===== src/rtl/bal_pkg.sv =====
`timescale 1ns / 1ps
`default_nettype none

package bal_pkg;

    localparam int ANG_W = 24;
    localparam int CFG_W = 16;
    localparam int OUT_W = 48;
    localparam int CNT_W = 7;
    localparam int CORD_W = 34;
    localparam int TERM_W = 23;
    localparam int DVS_W = 17;

    localparam logic [17:0] PI_Q16 = 18'd205887;
    localparam logic [17:0] HALF_PI_Q16 = 18'd102944;
    localparam logic signed [CORD_W-1:0] CORDIC_GAIN_Q30 = 34'sd652032874;
    localparam logic signed [CORD_W-1:0] ONE_Q30 = 34'sd1073741824;
    localparam logic [DVS_W-1:0] LOG2E_Q16 = 17'd94549;
    // Reciprocal of LOG2E_Q16 scaled by 2^33, rounded down; the quotient estimate is then
    // short by at most one for any 33-bit partial dividend.
    localparam logic [DVS_W-1:0] LOG2E_RECIP = 17'((64'd1 << 33) / 64'(LOG2E_Q16));
    localparam logic signed [TERM_W-1:0] LOG2_MIN_Q16 = -23'sd2097152;

    // Datapath operations issued by the controller.
    typedef enum logic [3:0] {
        OP_NONE,
        OP_LOAD,
        OP_RED,
        OP_FOLD,
        OP_CORD,
        OP_MUL1,
        OP_MUL2,
        OP_PROB,
        OP_NORM,
        OP_SQR,
        OP_ACC,
        OP_DIVI,
        OP_DIV,
        OP_OUT
    } op_t;

    typedef enum logic [3:0] {
        ST_IDLE,
        ST_RED,
        ST_FOLD,
        ST_CORD,
        ST_MUL1,
        ST_MUL2,
        ST_PROB,
        ST_NORM,
        ST_SQR,
        ST_ACC,
        ST_DIVI,
        ST_DIV,
        ST_LOAD
    } state_t;

    typedef struct packed {
        op_t              op;
        logic [CNT_W-1:0] step;
    } cmd_t;

    typedef struct packed {
        logic last;
        logic out_full;
    } status_t;

    function automatic logic signed [CORD_W-1:0] atan_q30(input logic [3:0] i);
        logic signed [CORD_W-1:0] v;
        unique case (i)
            4'd0:    v = 34'sd843314857;
            4'd1:    v = 34'sd497837829;
            4'd2:    v = 34'sd263043837;
            4'd3:    v = 34'sd133525159;
            4'd4:    v = 34'sd67021687;
            4'd5:    v = 34'sd33543516;
            4'd6:    v = 34'sd16775851;
            4'd7:    v = 34'sd8388437;
            4'd8:    v = 34'sd4194283;
            4'd9:    v = 34'sd2097149;
            4'd10:   v = 34'sd1048575;
            4'd11:   v = 34'sd524288;
            4'd12:   v = 34'sd262144;
            4'd13:   v = 34'sd131072;
            4'd14:   v = 34'sd65536;
            default: v = 34'sd32768;
        endcase
        return v;
    endfunction

endpackage

`default_nettype wire


===== src/rtl/bal_regs.sv =====
`timescale 1ns / 1ps
`default_nettype none

module bal_regs
    import bal_pkg::*;
(
    input  wire logic                    clk,
    input  wire logic                    rst_n,
    input  wire logic                    psel,
    input  wire logic                    penable,
    input  wire logic                    pwrite,
    input  wire logic [2:0]              paddr,
    input  wire logic [31:0]             pwdata,
    output logic      [31:0]             prdata,
    output logic                         pready,
    output logic signed [CFG_W-1:0]      beam_asymmetry,
    output logic signed [CFG_W-1:0]      photon_polarisation
);

    logic signed [CFG_W-1:0] b_reg;
    logic signed [CFG_W-1:0] pg_reg;
    logic                    wr;

    assign pready = 1'b1;
    assign wr = psel & penable & pwrite;

    always_ff @(posedge clk or negedge rst_n)
    begin
        if (!rst_n)
        begin
            b_reg  <= '0;
            pg_reg <= '0;
        end
        else if (wr)
        begin
            if (paddr[2])
                pg_reg <= pwdata[CFG_W-1:0];
            else
                b_reg <= pwdata[CFG_W-1:0];
        end
    end

    always_comb
    begin
        if (paddr[2])
            prdata = {16'd0, pg_reg};
        else
            prdata = {16'd0, b_reg};
    end

    assign beam_asymmetry = b_reg;
    assign photon_polarisation = pg_reg;

endmodule

`default_nettype wire


===== config.mk =====
export PLATFORM = sky130hd
export DESIGN_NAME = bal_regs
export DESIGN_NICKNAME = d
export VERILOG_FILES = /design/src/rtl/bal_pkg.sv /design/src/rtl/bal_regs.sv
export SDC_FILE = /design/constraint.sdc
export NUM_CORES = 1
export LEC_CHECK = 0
export BUFFER_PORTS_ARGS = -buffer_cell sky130_fd_sc_hd__buf_2
export CAP_MARGIN = 40
export CORE_ASPECT_RATIO = 0.7
export CORE_MARGIN = 2
export CORE_UTILIZATION = 40
export CTS_CLUSTER_SIZE = 12
export DETAILED_ROUTE_END_ITERATION = 6
export HOLD_SLACK_MARGIN = 0.12
export PLACE_DENSITY = 0.8
export RECOVER_POWER = 50
export SYNTH_ARGS = -nofsm -noshare
export SYNTH_HDL_FRONTEND = slang
export SYNTH_SLANG_ARGS = --single-unit

===== constraint.sdc =====
create_clock -name clk -period 2.2 [get_ports clk]
set_clock_uncertainty 0.05 [all_clocks]
set_input_delay 0.22 -clock clk [delete_from_list [all_inputs] [get_ports clk]]
set_output_delay 0.22 -clock clk [all_outputs]
set_load 0.05 [all_outputs]

==> results by group <==
Run status
  • Status: finished, final reports clean

Finish
  • Number of fillers in the final layout: 360
  • Share of cells above drive strength 1: between 50% and 60%
  • Syn-to-layout area delta: 26.1%
  • Area of the multi-input gates: between 600 and 700 µm²
  • Diode count: 0
  • Register area: roughly 800 µm²
  • Fin area: around 0.0020 mm²
  • Final nets: roughly 220
  • Final core occ: approximately half

Worst setup path
  • Reg-to-Reg Start: beam_asymmetry[12]$_DFFE_PN0P_
  • Crit Path Class: input port to output pin
  • Startpoint types: input port
  • CP arrival: between 1 and 1.5 ns
  • Reg2Reg Setup Slack: approximately 1.4 ns
  • Crit path max fanout: 18
  • CP required: between 1.5 and 2 ns
  • Worst setup EP type: output pin
  • FF-to-FF path depth: 1
  • Worst r2r dst: beam_asymmetry[12]$_DFFE_PN0P_

Clock network
  • Worst-path clk slew: roughly 0.07 ns
  • Clk sinks: 32
  • Worst-case clock buffer depth: 2
  • CTS tree: done
  • Setup bufs post-CTS: 0
  • Clock buffer count from CTS: 5
  • H-tree levels: 2
  • Clk_lat worst skew: ~0.27 ns
  • CTS Root Cell: clkbuf_8

Pwr
  • Gate power share: between 40% and 50%
  • Leak pwr: ~1.0 nW
  • Clock network fraction of total power: between 20 and 25%
  • Internal Dissipation: between 1 and 1.5 mW
  • Sw Pwr: 1.25 mW
  • Net Sw Frac: 46.9%
  • PD cells: between 1000 and 1500 mW/mm²
  • Final Total Pwr: around 2.7 mW
  • Worst VDD drop: between 600 and 700 µV
  • Reg power frac: between 30 and 40%

Synthesis
  • Register area share after synthesis: ~50%
  • Share of flip-flops with an asynchronous set or reset: 100%
  • Number of synthesized flops with an enable pin: 0
  • Yosys cell types: 9
  • Synth warnings: 0
  • Post-synth top area share: about half
  • Area contributors post-synth: dfrtp_1, mux2_2, mux2_4
  • Post-synth top cells: mux2_2, dfrtp_1, buf_4, mux2_4, buf_6
  • Mapped Avg Cell Area: roughly 15 µm²
  • Yosys reg bits: 32
  • Ys flop type: dfrtp_1
  • Post-synthesis cell area: about 0.0016 mm²
  • Most common cell in the netlist: mux2_2
  • Area leader, netlist: dfrtp_1
  • Syn Inst Count: 105

Floorplan
  • Die Wd: between 70 and 80 µm
  • Die Height: 56.9 µm
  • Die footprint: 0.00452 mm²
  • Row count: 19
  • # IOs: 105
  • Initial core utilization: 41.2%
  • Core area: roughly 0.0039 mm²

Routing
  • Routed wire length: around 3 mm
  • First-pass DRT Iterations: 3
  • Via count: between 1000 and 1500
  • Via/cell ratio: 4.42
  • Final ANT Viol Nets: 0
  • Iteration-0 DRC Markers: 18
  • WL/cell: around 13 µm
  • DRC violations left: 0

Global routing
  • Total grt overflow: 0
  • Gr usage total: around 14%
  • Vias in the first global route: 1029
  • Initial antenna violation count: 0
  • Largest net degree at the start of global routing: 33
  • First-pass GRT wire length: ~5 mm

Placed design
  • Port bufs: 69
  • Hpwl dp: around 2.1 mm
  • Gpl congestion: 0.624
  • Area of placed instances: 0.00190 mm²
  • Worst slack, placed: 0.556 ns

Job
  • MaxCap Viol Count: 0

STA
  • Final setup viols: 0
  • Hold Vio Cnt, Final: 0
  • Fmax: approximately 0.66 GHz
  • RSZ-0062 raised after global routing: no
  • Worst-Margin Slew: 0.789 ns
  • Rel. slew slack: 47.4%
  • Final Slew Violations: 0
  • Setup WS post-layout: a little under 0.7 ns
  • Sum of negative setup slack: 0 ns
  • Min Tclk post-route: between 1.5 and 2 ns
  • Post-route clock period utilization: between 60% and 70%

Min path
  • Worst hold path startpoint: pwdata[4]
  • Hold path endpoint: beam_asymmetry[4]$_DFFE_PN0P_
  • Worst Hold Class: input port to flip-flop
  • Hold Path Stages: 2
==> power groups by stage <==
stage               registers, mW  logic (mW)  clock network [mW]
floorplan                    1.27       0.587                   0
global placement            0.814        1.28                   0
detailed placement          0.819        1.29                   0
CTS                         0.811        1.29               0.625
global route                0.834        1.30               0.655
finish                      0.814        1.25               0.606
==> repair_timing <==
item / CTS / global route
gates resized for setup: 0 / 0
hold buffers: 1 / 1
hold endpoints to repair: 32 / 1
==> sequential cells by signal (all words and copies together), names as in the netlist <==
name	flops
beam_asymmetry	16
photon_polarisation	16
==> worst max-delay path: stages <==
cell,delay (ns)
buf_2,0.40
mux2_2,0.40
buf_2,0.21
==> how the worst max path moves through the flow <==
stage | start | endpoint | slack [ns] | depth (start not counted)
finish | paddr[2] | prdata[0] | 0.69 | 3
global route | paddr[2] | prdata[4] | 0.64 | 3
CTS | paddr[2] | prdata[0] | 0.67 | 3
detailed placement | paddr[2] | beam_asymmetry[12]$_DFFE_PN0P_ | 0.56 | 3
global placement | paddr[2] | beam_asymmetry[10]$_DFFE_PN0P_ | 0.57 | 3
floorplan | beam_asymmetry[0]$_DFFE_PN0P_ | prdata[0] | 0.89 | 1
==> metrics by stage <==
| stage | instances | hold WS (ns) |
|---|---|---|
| floorplan | 120 | -0.126 |
| global placement | 220 | 0.264 |
| detailed placement | 220 | 0.267 |
| CTS | 229 | 0.124 |
| global route | 230 | 0.122 |
| finish | 230 | 0.136 |
==> cell type report <==
cell class,count,area share [%]
Clock buffer,7,4.78
Clock inverter,1,1.49
Timing Repair Buffer,71,16.6
Sequential cell,32,39.8
Tap cell,52,3.23
Multi-Input combinational cell,67,34.1
==> routing by layer <==
metal | track usage (%) | vias to the layer above | part of all wire [%]
met5 | 0 | - | 0
met1 | 18.9 | 501 | 48
li1 | - | 473 | -
met4 | 5.17 | 0 | 0.33
met3 | 4.34 | 2 | 5.5
met2 | 21.4 | 41 | 46
==> layout by cell type, fill, tap and decap left out <==
| master | n |
|---|---|
| dfrtp_1 | 32 |
| bufinv_16 | 1 |
| clkbuf_8 | 7 |
| nand4b_4 | 1 |
| dlygate4sd3_1 | 2 |
| clkbuf_1 | 24 |
| nand4_4 | 1 |
| mux2_4 | 10 |
| mux2_2 | 38 |
| clkbuf_2 | 1 |
| conb_1 | 17 |
| buf_2 | 44 |
==> kinds of logic after synthesis <==
group                  after synthesis  synth area share (%)
multiplexers                        48                  36.2
flip-flops                          32                  50.1
other                                2                 0.470
AND/OR/NAND/NOR                      2                  2.82
buffers and inverters               21                  10.4
(Power assumes the default switching activity.)
