## src/rtl/bal_pkg.sv

```systemverilog
`timescale 1ns / 1ps
`default_nettype none

package bal_pkg;

    localparam int ANG_W = 24;
    localparam int CFG_W = 16;
    localparam int OUT_W = 48;
    localparam int CNT_W = 7;
    localparam int CORD_W = 34;
    localparam int TERM_W = 23;
    localparam int DVS_W = 17;

    localparam logic [17:0] PI_Q16 = 18'd205887;
    localparam logic [17:0] HALF_PI_Q16 = 18'd102944;
    localparam logic signed [CORD_W-1:0] CORDIC_GAIN_Q30 = 34'sd652032874;
    localparam logic signed [CORD_W-1:0] ONE_Q30 = 34'sd1073741824;
    localparam logic [DVS_W-1:0] LOG2E_Q16 = 17'd94549;
    // Reciprocal of LOG2E_Q16 scaled by 2^33, rounded down; the quotient estimate is then
    // short by at most one for any 33-bit partial dividend.
    localparam logic [DVS_W-1:0] LOG2E_RECIP = 17'((64'd1 << 33) / 64'(LOG2E_Q16));
    localparam logic signed [TERM_W-1:0] LOG2_MIN_Q16 = -23'sd2097152;

    // Datapath operations issued by the controller.
    typedef enum logic [3:0] {
        OP_NONE,
        OP_LOAD,
        OP_RED,
        OP_FOLD,
        OP_CORD,
        OP_MUL1,
        OP_MUL2,
        OP_PROB,
        OP_NORM,
        OP_SQR,
        OP_ACC,
        OP_DIVI,
        OP_DIV,
        OP_OUT
    } op_t;

    typedef enum logic [3:0] {
        ST_IDLE,
        ST_RED,
        ST_FOLD,
        ST_CORD,
        ST_MUL1,
        ST_MUL2,
        ST_PROB,
        ST_NORM,
        ST_SQR,
        ST_ACC,
        ST_DIVI,
        ST_DIV,
        ST_LOAD
    } state_t;

    typedef struct packed {
        op_t              op;
        logic [CNT_W-1:0] step;
    } cmd_t;

    typedef struct packed {
        logic last;
        logic out_full;
    } status_t;

    function automatic logic signed [CORD_W-1:0] atan_q30(input logic [3:0] i);
        logic signed [CORD_W-1:0] v;
        unique case (i)
            4'd0:    v = 34'sd843314857;
            4'd1:    v = 34'sd497837829;
            4'd2:    v = 34'sd263043837;
            4'd3:    v = 34'sd133525159;
            4'd4:    v = 34'sd67021687;
            4'd5:    v = 34'sd33543516;
            4'd6:    v = 34'sd16775851;
            4'd7:    v = 34'sd8388437;
            4'd8:    v = 34'sd4194283;
            4'd9:    v = 34'sd2097149;
            4'd10:   v = 34'sd1048575;
            4'd11:   v = 34'sd524288;
            4'd12:   v = 34'sd262144;
            4'd13:   v = 34'sd131072;
            4'd14:   v = 34'sd65536;
            default: v = 34'sd32768;
        endcase
        return v;
    endfunction

endpackage

`default_nettype wire

```

## src/rtl/bal_ctrl.sv

```systemverilog
`timescale 1ns / 1ps
`default_nettype none

module bal_ctrl
    import bal_pkg::*;
#(
    parameter int ACC_WIDTH = 48
)
(
    input  wire logic    clk,
    input  wire logic    rst_n,
    input  wire logic    s_tvalid,
    output logic         s_tready,
    input  wire status_t status,
    output cmd_t         cmd
);

    // Each 16-bit quotient digit of the natural-log conversion takes an estimate step and a correction step.
    localparam logic [CNT_W-1:0] DIV_LAST = CNT_W'(2 * ((ACC_WIDTH + 31) / 16) - 1);

    state_t           state_reg, state_next;
    logic [CNT_W-1:0] cnt_reg, cnt_next;

    always_ff @(posedge clk or negedge rst_n)
    begin
        if (!rst_n)
        begin
            state_reg <= ST_IDLE;
            cnt_reg   <= '0;
        end
        else
        begin
            state_reg <= state_next;
            cnt_reg   <= cnt_next;
        end
    end

    always_comb
    begin
        state_next = state_reg;
        cnt_next   = cnt_reg + 1'b1;
        cmd.op     = OP_NONE;
        cmd.step   = cnt_reg;
        s_tready   = 1'b0;
        unique case (state_reg)
            ST_IDLE:
            begin
                s_tready = 1'b1;
                cnt_next = '0;
                if (s_tvalid)
                begin
                    cmd.op     = OP_LOAD;
                    state_next = ST_RED;
                end
            end
            ST_RED:
            begin
                cmd.op = OP_RED;
                if (cnt_reg == CNT_W'(5))
                begin
                    state_next = ST_FOLD;
                end
            end
            ST_FOLD:
            begin
                cmd.op     = OP_FOLD;
                cnt_next   = '0;
                state_next = ST_CORD;
            end
            ST_CORD:
            begin
                cmd.op = OP_CORD;
                if (cnt_reg == CNT_W'(15))
                    state_next = ST_MUL1;
            end
            ST_MUL1:
            begin
                cmd.op     = OP_MUL1;
                state_next = ST_MUL2;
            end
            ST_MUL2:
            begin
                cmd.op     = OP_MUL2;
                state_next = ST_PROB;
            end
            ST_PROB:
            begin
                cmd.op     = OP_PROB;
                cnt_next   = '0;
                state_next = ST_NORM;
            end
            ST_NORM:
            begin
                cmd.op = OP_NORM;
                if (cnt_reg == CNT_W'(4))
                begin
                    cnt_next   = '0;
                    state_next = ST_SQR;
                end
            end
            ST_SQR:
            begin
                cmd.op = OP_SQR;
                if (cnt_reg == CNT_W'(15))
                    state_next = ST_ACC;
            end
            ST_ACC:
            begin
                cmd.op     = OP_ACC;
                state_next = status.last ? ST_DIVI : ST_IDLE;
            end
            ST_DIVI:
            begin
                cmd.op     = OP_DIVI;
                cnt_next   = '0;
                state_next = ST_DIV;
            end
            ST_DIV:
            begin
                cmd.op = OP_DIV;
                if (cnt_reg == DIV_LAST)
                    state_next = ST_LOAD;
            end
            ST_LOAD:
            begin
                // Hold the finished sum until the previous result is taken.
                if (!status.out_full)
                begin
                    cmd.op     = OP_OUT;
                    state_next = ST_IDLE;
                end
            end
            default:
            begin
                state_next = ST_IDLE;
            end
        endcase
    end

endmodule

`default_nettype wire

```

## config.mk

```make
export PLATFORM = sky130hd
export DESIGN_NAME = bal_ctrl
export DESIGN_NICKNAME = d
export VERILOG_FILES = /design/src/rtl/bal_pkg.sv /design/src/rtl/bal_ctrl.sv
export SDC_FILE = /design/constraint.sdc
export NUM_CORES = 1
export LEC_CHECK = 0
export BUFFER_PORTS_ARGS = -buffer_cell sky130_fd_sc_hd__buf_2
export CORE_MARGIN = 10
export CORE_UTILIZATION = 40
export DETAILED_ROUTE_END_ITERATION = 12
export SYNTH_ARGS = -nofsm -noshare
export SYNTH_HDL_FRONTEND = slang
export SYNTH_SLANG_ARGS = --single-unit
```

## constraint.sdc

```tcl
create_clock -name clk -period 2.4 [get_ports clk]
set_input_delay 0.12 -clock clk [delete_from_list [all_inputs] [get_ports clk]]
set_output_delay 0.12 -clock clk [all_outputs]
set_load 0.005 [all_outputs]
```

==> results of run 1 <==
[synth_stat cells, drive strengths merged]
cell	n	area [sq um]
dfrtp	11	275
nor2	10	37.5
nand2	7	26.3
a21oi	6	30.0
inv	6	22.5
nor3	6	40.0
o21ai	5	25.0
xnor2	5	43.8
clkbuf	4	55.1
nand2b	4	25.0
nand3	4	20.0
nor4	4	40.0
ha	3	37.5
and2b	2	18.8
mux2	2	22.5
a21o	1	8.76
a32o	1	10.0
a32oi	1	8.76
a41o	1	10.0
and4	1	10.0
buf	1	5.00
mux2i	1	10.0
nand4	1	6.26
nor2b	1	6.26
o211a	1	10.0
o22a	1	10.0
o22ai	1	6.26
o32ai	1	8.76
xor2	1	8.76
[how the worst max path moves through the flow]
stage	start	cells past startpoint	slack (ns)	endpoint
finish	cnt_reg[4]	5	0.39	state_reg[3]
global placement	cnt_reg[4]	5	0.42	state_reg[0]
CTS	cnt_reg[4]	5	0.37	state_reg[3]
global route	cnt_reg[4]	5	0.28	state_reg[0]
detailed placement	cnt_reg[4]	5	0.39	state_reg[3]
floorplan	cnt_reg[4]	5	0.56	state_reg[0]
[per-layer routing]
layer | GRT usage [%] | vias to the layer above | wire (microns)
met4 | 3.21 | 0 | 19
met5 | 0 | - | 0
met1 | 10.8 | 322 | 830
met2 | 13.8 | 18 | 776
met3 | 3.90 | 4 | 159
li1 | - | 366 | -
[worst max-delay path: stages (launching register included)]
cell and delay [ns]:
dfrtp_1 0.45, nor3_2 0.24, nand4_1 0.16, a41o_1 0.30
nor4_4 0.37, mux2_1 0.37
[report_power, final]
| group | switching (mW) | total [mW] | internal (mW) |
|---|---|---|---|
| combinational | 0.381 | 0.729 | 0.347 |
| clock | 0.0564 | 0.121 | 0.0642 |
| sequential | 0.0919 | 0.336 | 0.244 |
[layout make-up]
| type | instances | area share, % |
|---|---|---|
| Multi-Input combinational cell | 71 | 50.5 |
| Sequential cell | 11 | 28.9 |
| Timing Repair Buffer | 20 | 11.8 |
| Tap cell | 27 | 3.55 |
| Clock buffer | 4 | 2.76 |
| Inverter | 6 | 2.37 |
[cells by family (layout without fill, tap and decap cells)]
logic type               count (synthesis)  in the layout  synth area share (%)
AO/OA/AOI/OAI                           19             19                  15.2
XOR/XNOR                                 6              6                  6.27
adder cells (fa/ha/maj)                  3              3                  4.48
buffers and inverters                   11             30                  9.85
flip-flops                              11             11                  32.8
multiplexers                             3              3                  3.88
AND/OR/NAND/NOR                         40             40                  27.5
[metrics by stage]
| step | area, sq um | total power [mW] | std cells | setup slack, ns |
|---|---|---|---|---|
| 3_5_place_dp | 915 | 1.08 | 134 | 0.389 |
| 4_1_cts | 951 | 1.21 | 139 | 0.370 |
| 2_1_floorplan | 838 | 0.915 | 93 | 0.556 |
| 3_3_place_gp | 915 | 1.07 | 134 | 0.423 |
| 5_1_grt | 951 | 1.33 | 139 | 0.283 |
| 6_report | 951 | 1.19 | 139 | 0.385 |
[repair_timing]
item | in CTS | in global routing
hold endpoints to repair | 11 | 0
hold buffers | 1 | 0
endpoints found under the setup margin | 0 | 0
==> results.md, run 1 <==
* Largest register FFs at 7
* Initial core utilization at between 40% and 50%
* Reported leakage power at between 0.4 and 0.5 nW
* Share of layout cells above drive strength 1 at 26.8%
* Max-slew violation total from the final report at 0
* Area grow syn2layout at 13.4%
* Synth Area per Inst at 9.01 sq um
* Fraction of the cycle the final worst path needs at 83.9%
* Vias post-DR at between 700 and 800
* Startpoint types: register
* Number of warnings printed during yosys synthesis at 0
* Final layout net count at 121
* Nature of the critical path endpoint: register
* Number of antenna cells inserted at 0
* Overall Global Routing Usage at under 10%
* First-pass GRT wire length at roughly 3100 microns
* Sequential-to-total area share from yosys stat at between 30% and 40%
* Crit path DAT at 2.16 ns
* Setup repair after global routing missed its margin: false
* Total of buffers placed on input and output ports at 16
* Full die area at 0.00433 sq mm
* Area occupied by multi-input gates at 480 sq um
* Category of the critical setup timing path: register to register
* Antenna violations before repair at 0
* Routed Wire Length at 1790 microns
* Rel. slew slack at 60.2%
* Result of the run: complete, no violations
* Hold WC Path Type: input port to asynchronous set/reset pin
* Endpoint required time on the critical path at 2.54 ns
* Area taken by flip-flops and latches at 275 sq um
* Post-CTS setup buffers at 0
* Via count of the first global-routing pass at 689
* Via-per-instance ratio at 5.11
* Overall die height at about 66 microns
* Fill cells at 207
* Clock tree from TritonCTS: built
* RR Endpoint: state_reg[3]
* I/O pin count at 17
* Net Count, Synth at 101
* Reg clk slew, reported paths at 0.07 ns
* Synth Register Bits at 11
* Number of cells on the worst reg-to-reg path at 5
* Slew at the pin closest to its max-slew limit at 0.597 ns
* DRC violations left at 0
* Resized Gates After CTS at 0
* Count of TritonRoute iterations in the first routing pass at 4
* Clk buf depth at 2
* CP max FO at 6
* Max capacitance violation total at 0
* DRC violation total after the first TritonRoute iteration at 55
* Final setup violating endpoints at 0
* H-tree Lvls at 1
* Die span in x at between 60 and 70 microns
* Number of antenna-violating nets in the routed design at 0
* Combined area of all synthesized cells at between 800 and 900 sq um
* Number of standard cells after synthesis at 93
* Most frequent standard cell in the layout excluding fill and tap cells: buf_2
* Worst vdd ir at 0.720 mV
* Clock Latency Late Sink at about 0.26 ns
* Worst Clk Skew at 0.00554 ns
* Cell variety after synth at 33
* Final core area utilization at 48.0%
* Detail-routed net length per standard cell at about 13 microns
* Most frequent cells in the layout: buf_2, dfrtp_1, nor2_1
* Worst R2R Setup Slack at a little under 0.4 ns
* Clock sink count at 11
* DP Wirelength at 1440 microns
* GR Overflow Total at 0
* Startpoint of the lowest-slack register-to-register path: cnt_reg[4]
* Cts bufs inserted at 3
* Clock root buffer master: clkbuf_4
* Gpl congestion at 0.856
* Core outline area at between 0.0015 and 0.002 sq mm
* Maximum number of pins on one net before global-route repair at 18
* Maximum clock frequency at 0.496 GHz
* Min Hold Slack at 0.257 ns
* Accumulated negative setup slack at 0 ns
* Row cnt at 16
* Fin crit period at a little over 2 ns
* Areal power density over the cells at 1250 mW/mm^2
* Hold Vio Cnt, Final at 0
(Power assumes the default switching activity.)
==> run 2: changes to the inputs <==
--- a/config.mk
+++ b/config.mk
@@ -5,6 +5,7 @@
 export SDC_FILE = /design/constraint.sdc
 export NUM_CORES = 1
 export LEC_CHECK = 0
+export ABC_AREA = 1
 export BUFFER_PORTS_ARGS = -buffer_cell sky130_fd_sc_hd__buf_2
 export CORE_MARGIN = 10
 export CORE_UTILIZATION = 40
==> constraint.sdc (replaced) <==
create_clock -name clk -period 1.9 [get_ports clk]
set_input_delay 0.095 -clock clk [delete_from_list [all_inputs] [get_ports clk]]
set_output_delay 0.095 -clock clk [all_outputs]
set_load 0.005 [all_outputs]
==> run 2 against run 1 <==
  * Clock skew decreased by 0.0051 ns
  * Via count rose by 15%
  * Synthesized cell count increased by 28%
  * Critical endpoint is now cmd[7]
  * Largest power group unchanged
==> results.md, run 2 <==
* Result of the run: complete, no violations
* Top Usage Layer GRT: met2
* Number of warnings printed during yosys synthesis at 0 (unchanged)
* Post-placement cell count at 161 (+20%)
* Worst Clk Skew at 0.000449 ns (-0.00509 ns)
* Via-per-instance ratio at 4.93 (-3.4%)
* Post-synth EDFFs at 0 (unchanged)
* Most frequent cells in the layout: nand2_1, buf_2, nand3_1
* Filler-free cell count of the finished design at 166 (+19%)
* Final layout net count at 148 (+22%)
* Number of antenna-violating nets in the routed design at 0 (unchanged)
* Maximum number of pins on one net before global-route repair at 12 (-6)
* Die span in x at 66.7 microns (+1.4%)
* Cell area after placement at 978 sq um (+7.0%)
* Share of layout cells above drive strength 1 at 30.9% (+4.1 points)
* Antenna violations before repair at 0 (unchanged)
* Number of standard cells after synthesis at 119 (+28%)
* Internal power at 0.746 mW (+14%)
* Most frequent standard cell in the layout excluding fill and tap cells: nand2_1
* Fraction of the cycle the final worst path needs at 87.3%
* Startpoint types: register
* Logic gate share of total power at 62.3% (+0.8 points)
* First-pass GRT wire length at 3480 microns (+11%)
* Relative contribution of the clock network to total power at 10.3% (about the same)
* Number of antenna cells inserted at 0 (unchanged)
* Row cnt at 16 (unchanged)
* Post-CTS setup buffers at 0 (unchanged)
* Rel. slew slack at 76.1% (+16 points)
* Gpl congestion at 0.836 (-2.4%)
* Main flop type after synthesis: dfrtp_1
* Core outline area at 0.00202 sq mm (+2.0%)
* Synth Area per Inst at 7.33 sq um (-19%)
* Accumulated negative setup slack at 0 ns (unchanged)
* Clock sink count at 11 (unchanged)
* Category of the critical setup timing path: register to output pin
* Resized Gates After CTS at 0 (unchanged)
* GR Layer Usage met3 at 3.68% (-0.22 points)
* Synth Register Bits at 11 (unchanged)
* Hold buffer count at cts at 1 (unchanged)
* Vias post-DR at 819 (+15%)
* Clock tree from TritonCTS: built
* Post-synthesis async set-or-reset flop share at 100% (unchanged)
* Worst vdd ir at 0.744 mV (+3.2%)
* Clock root buffer master: clkbuf_4
* Switching Power at 0.781 mW (+47%)
* Top area cells in the synthesized netlist: dfrtp_1, nand2_1, nand3_1, inv_1, nor2_2
* Final core area utilization at 50.2% (+2.2 points)
* Top post-synthesis cells by count: nand2_1, nand3_1, inv_1
* Total of buffers placed on input and output ports at 16 (unchanged)
* Setup repair after global routing missed its margin: false
* Clock Latency Late Sink at 0.26 ns (about the same)
* I/O pin count at 17 (unchanged)
* Count of TritonRoute iterations in the first routing pass at 4 (unchanged)
* Slew at the pin closest to its max-slew limit at 0.358 ns (-0.239 ns)
* H-tree Lvls at 1 (unchanged)
* Part of the power in registers at 27.4% (-1.0 points)
* Net Count, Synth at 127 (+26%)
* GR Overflow Total at 0 (unchanged)
* Max-slew violation total from the final report at 0 (unchanged)
* Most used standard cell by instance count after synthesis: nand2_1
* CP max FO at 5 (-1)
* Maximum clock frequency at ~0.6 GHz
* Clk buf depth at 2 (unchanged)
* Overall die height at 66.7 microns (+1.4%)
* Area occupied by multi-input gates at 517 sq um (+7.6%)
* Max capacitance violation total at 0 (unchanged)
* Overall Global Routing Usage at 10.0% (+1.0 points)
* Hold WC Path Type: input port to register
* Reported leakage power at 0.554 nW (+23%)
* Cell type with the largest total area after synthesis: dfrtp_1
* Proportion of total power due to net switching at 51.1% (+6.5 points)
* Via count of the first global-routing pass at 791 (+15%)
* Crit path DAT at 1.56 ns (-0.60 ns)
* Fin crit period at 1.66 ns
* Met1 usage at 11.8% (+0.99 points)
* Fill cells at 217 (+4.8%)
* Endpoint required time on the critical path at 1.80 ns (-0.74 ns)
* Area taken by flip-flops and latches at 275 sq um (unchanged)
* Hold Vio Cnt, Final at 0 (unchanged)
* Detail-routed net length per standard cell at 12.3 microns (-4.3%)
* Cts bufs inserted at 3 (unchanged)
* DRC violation total after the first TritonRoute iteration at 34 (-38%)
* Areal power density over the cells at 1510 mW/mm^2 (+21%)
* Routed Wire Length at 2040 microns (+14%)
* Sequential-to-total area share from yosys stat at 31.6% (-1.3 points)
* Area grow syn2layout at 16.4%
* DRC violations left at 0 (unchanged)
* Combined area of all synthesized cells at 872 sq um (+4.0%)
* Final setup violating endpoints at 0 (unchanged)
* DP Wirelength at 1650 microns (+15%)
* Nature of the critical path endpoint: output pin
* Largest register FFs at 7 (unchanged)
* Fin area at 0.00101 sq mm (+6.7%)
* Cell variety after synth at 25 (-24%)
* Met2 usage in global routing at 15.6% (+1.9 points)
* Area fraction of the dominant cell type after synthesis at 31.6% (-1.3 points)
* Reg clk slew, reported paths at 0.07 ns (about the same)
* Full die area at 0.00445 sq mm (+2.8%)
* Initial core utilization at 43.1% (+0.83 points)
[run 2: cell types whose count changed after synthesis, sizes merged, moves of 12 or more]
cell / previous run / this run
inv: 6 / 18
nor2: 10 / 22
nand3: 4 / 16
nand2: 7 / 29
[run 2: critical path, stage by stage (launching register included)]
cell	delay, ns
dfrtp_1	0.43
nor2_1	0.29
inv_1	0.10
o21ai_0	0.16
nand2_1	0.06
inv_1	0.06
o22ai_1	0.05
buf_2	0.14
[run 2: power groups by stage]
stage / Sequential, mW / Combinational [mW] / Clock, mW
2_1_floorplan: 0.392 / 0.721 / 0
3_5_place_dp: 0.419 / 0.959 / 0
3_3_place_gp: 0.415 / 0.952 / 0
6_report: 0.418 / 0.952 / 0.157
5_1_grt: 0.430 / 1.09 / 0.177
4_1_cts: 0.415 / 0.967 / 0.166
[run 2: through the flow]
step / total power [mW] / worst slack, ns / hold slack (ns)
after floorplan: 1.11 / 0.480 / -0.201
after global placement: 1.37 / 0.364 / -0.0220
after detailed placement: 1.38 / 0.338 / -0.0188
after CTS: 1.55 / 0.241 / 0.101
after global routing: 1.70 / 0.0983 / 0.124
final: 1.53 / 0.242 / 0.109
[run 2: final timing paths]
check / start / end / slack, ns / cells after the start
max in group asynchronous: rst_n / cnt_reg[2] / 1.46 / 2
hold reg to reg: cnt_reg[0] / cnt_reg[0] / 0.57 / 1
setup reg to reg: cnt_reg[0] / cnt_reg[4] / 0.35 / 7
setup / recovery: state_reg[3] / cmd[7] / 0.24 / 7
hold / removal: status[0] / state_reg[2] / 0.11 / 3
min in group asynchronous: rst_n / cnt_reg[3] / 0.23 / 2
[run 2: layout make-up]
cell class                 instances  share of cell area, %
clock buffer                       4                   2.59
timing repair buffer              17                   8.88
sequential                        11                   27.1
tap                               27                   3.33
inverter                          19                   7.15
multi-input combinational         88                   50.9
[run 2: routing by layer]
| metal | part of all wire (%) | vias to the layer above |
|---|---|---|
| li1 | - | 416 |
| met3 | 9.1 | 2 |
| met5 | 0 | - |
| met2 | 46 | 19 |
| met1 | 45 | 382 |
| met4 | 0.69 | 0 |
[run 2: kinds of logic (layout without fill, tap and decap cells)]
family / count (synthesis) / in the layout / share of synthesized area, %
buffers and inverters: 20 / 40 / 9.18
AOI/OAI and AO/OA: 11 / 11 / 9.33
and+or+nand+nor: 71 / 71 / 42.6
adders and majority gates: 3 / 3 / 4.30
DFF: 11 / 11 / 31.6
xor gates and xnor gates: 3 / 3 / 3.01
==> run 3: changes to the inputs <==
--- a/config.mk
+++ b/config.mk
@@ -10,6 +10,7 @@
 export CORE_MARGIN = 10
 export CORE_UTILIZATION = 40
 export DETAILED_ROUTE_END_ITERATION = 12
+export SETUP_SLACK_MARGIN = 0.5
 export SYNTH_ARGS = -nofsm -noshare
 export SYNTH_HDL_FRONTEND = slang
 export SYNTH_SLANG_ARGS = --single-unit
==> run 3 against run 2 <==
  * Critical path depth rose by 1
  * Sequential share of layout area decreased by 4.4 points
  * Largest cell class unchanged
  * Global-route usage rose by 0.82 points
  * Critical path type is now register to register
  * Wire length up 20%
  * Worst setup slack better by 0.17 ns
  * Non-clock buffer count increased by 18
  * Cell area up 23%
  * Register-to-register slack better by 0.07 ns
  * Utilization grew 11 points
==> results.md, run 3 (synthesis gave the netlist of run 2 again) <==
* Antenna violations before repair at 0 (unchanged)
* Maximum clock frequency at 0.674 GHz (+12%)
* Area taken by flip-flops and latches at 283 sq um (+2.7%)
* Fin crit period at 1.48 ns (-0.174 ns)
* Routed Wire Length at 2450 microns (+20%)
* H-tree Lvls at 1 (unchanged)
* CP max FO at 7 (+2)
* Part of the power in registers at 20.6% (-6.8 points)
* Max-slew violation total from the final report at 0 (unchanged)
* Proportion of total power due to net switching at 47.2% (-4.0 points)
* Logic gate share of total power at 71.7% (+9.4 points)
* Final layout net count at 166 (+12%)
* Clock sink count at 11 (unchanged)
* Critical path's slowest cell: dfrtp_2
* Internal power at 1.10 mW (+47%)
* Core outline area at 0.00202 sq mm (unchanged)
* Most frequent standard cell in the layout excluding fill and tap cells: nand2_1
* Full die area at 0.00445 sq mm (unchanged)
* Sum of buffers and inverters on the critical path at 3 (unchanged)
* Delay of the slowest cell on the worst path at 0.45 ns (+0.02 ns)
* Via-per-instance ratio at 4.89 (-0.97%)
* Count of TritonRoute iterations in the first routing pass at 4 (unchanged)
* GR Overflow Total at 0 (unchanged)
* Area grow syn2layout at 42.9%
* Critical path's top delay family: flip-flops
* Crit path DAT at 1.64 ns (+0.08 ns)
* Relative contribution of the clock network to total power at 7.6% (-2.7 points)
* Accumulated negative setup slack at 0 ns (unchanged)
* Slew at the pin closest to its max-slew limit at 0.303 ns (-0.0548 ns)
* Nature of the critical path endpoint: register
* Max capacitance violation total at 0 (unchanged)
* Clock tree from TritonCTS: built
* Startpoint types: register
* Clk buf depth at 2 (unchanged)
* Total of buffers placed on input and output ports at 16 (unchanged)
* Cts bufs inserted at 3 (unchanged)
* Vias post-DR at 899 (+9.8%)
* Category of the critical setup timing path: register to register
* Hold WC Path Type: input port to register
* Die span in x at 66.7 microns (unchanged)
* Clock Latency Late Sink at 0.27 ns (about the same)
* Row cnt at 16 (unchanged)
* Most frequent CP cell: nand2_2
* Worst Clk Skew at 0.00425 ns (+0.00381 ns)
* Reported leakage power at 0.648 nW (+17%)
* Worst vdd ir at 0.821 mV (+10%)
* Fraction of the cycle the final worst path needs at 78.1% (-9.2 points)
* Rel. slew slack at 79.8% (+3.7 points)
* Areal power density over the cells at 1670 mW/mm^2 (+11%)
* Reg clk slew, reported paths at 0.07 ns (about the same)
* Number of antenna-violating nets in the routed design at 0 (unchanged)
* Detail-routed net length per standard cell at 13.3 microns (+8.4%)
* Gpl congestion at 0.839 (+0.36%)
* Switching Power at 0.981 mW (+26%)
* Initial core utilization at 43.1% (unchanged)
* Overall die height at 66.7 microns (unchanged)
* Result of the run: complete, no violations
* DRC violation total after the first TritonRoute iteration at 53 (+56%)
* Final core area utilization at 61.6% (+11 points)
* Area occupied by multi-input gates at 593 sq um (+15%)
* Overall Global Routing Usage at 10.8% (+0.82 points)
* Endpoint required time on the critical path at 2.06 ns (+0.26 ns)
* Largest register FFs at 7 (unchanged)
* DP Wirelength at 1510 microns (-8.8%)
* Minimum setup slack in the final design at 0.416 ns (+0.174 ns)
* Pre-CTS worst setup slack at 0.383 ns (+0.0452 ns)
* Via count of the first global-routing pass at 877 (+11%)
* CP Cell Sequence: nand2_2 > inv_2 > buf_4 > nor2_1 > nand2_2 > a31oi_4 > buf_12 > a21oi_2
* DRC violations left at 0 (unchanged)
* Fill cells at 169 (-22%)
* Hold Vio Cnt, Final at 0 (unchanged)
* I/O pin count at 17 (unchanged)
* Maximum number of pins on one net before global-route repair at 12 (unchanged)
* Setup repair after global routing missed its margin: true
* Clock root buffer master: clkbuf_4
* Final setup violating endpoints at 0 (unchanged)
* Share of layout cells above drive strength 1 at 54.1% (+23 points)
* Min Hold Slack at 0.110 ns (+0.000643 ns)
* Most frequent cells in the layout: nand2_1, buf_4, buf_2
* Number of antenna cells inserted at 0 (unchanged)
* First-pass GRT wire length at 3870 microns (+11%)
==> run 3: cell types whose count changed in the layout (fill, tap and decap cells not counted), sizes merged <==
cell,delta
buf,+18
==> run 3: cell type report <==
cell class                 count  share of cell area [%]
timing repair buffer          35                    19.1
tap                           27                    2.71
multi-input combinational     88                    47.6
clock buffer                   4                    2.11
inverter                      19                    5.82
sequential                    11                    22.7
==> run 3: timing repair <==
| action | in CTS | in global routing |
|---|---|---|
| endpoints found under the hold margin | 11 | 0 |
| cloned | 0 | 0 |
| resized for setup | 15 | 17 |
| setup buffers | 15 | 3 |
| hold buffers | 1 | 0 |
| endpoints found under the setup margin | 15 | 15 |
| pin swaps | 11 | 12 |
==> run 3: final timing paths <==
check / startpoint / end / slack, ns / cells past startpoint
setup / recovery: state_reg[2] / cnt_reg[3] / 0.42 / 8
hold / removal: status[0] / state_reg[2] / 0.11 / 3
setup reg to reg: state_reg[2] / cnt_reg[3] / 0.42 / 8
hold reg to reg: state_reg[3] / state_reg[3] / 0.57 / 2
max in group asynchronous: rst_n / state_reg[0] / 1.45 / 2
min in group asynchronous: rst_n / cnt_reg[2] / 0.22 / 2
==> run 3: stage by stage <==
step / total power, mW / area (sq um) / instances
2_1_floorplan: 1.11 / 872 / 119
3_3_place_gp: 1.37 / 978 / 161
3_5_place_dp: 1.37 / 978 / 161
4_1_cts: 1.90 / 1180 / 181
5_1_grt: 2.24 / 1250 / 184
6_report: 2.08 / 1250 / 184
==> run 3: power groups by stage <==
stage          Sequential (mW)  Combinational [mW]  Clock, mW
2_1_floorplan            0.392               0.720          0
3_3_place_gp             0.413               0.958          0
3_5_place_dp             0.416               0.952          0
4_1_cts                  0.414                1.31      0.170
5_1_grt                  0.437                1.62      0.180
6_report                 0.429                1.49      0.159
==> run 3: routing by layer <==
layer	vias to the layer above	share of wire, %	track usage (%)
li1	454	-	-
met1	420	42	11.9
met2	23	52	19.0
met3	2	4.9	4.52
met4	0	0.49	2.09
met5	-	0	0
==> run 3: worst register-to-register path, cell delays in order (launching register included) <==
cell and delay, ns:
dfrtp_2 0.45, nand2_2 0.10, inv_2 0.05, buf_4 0.13, nor2_1 0.18, nand2_2 0.11, a31oi_4 0.17, buf_12 0.15
a21oi_2 0.03
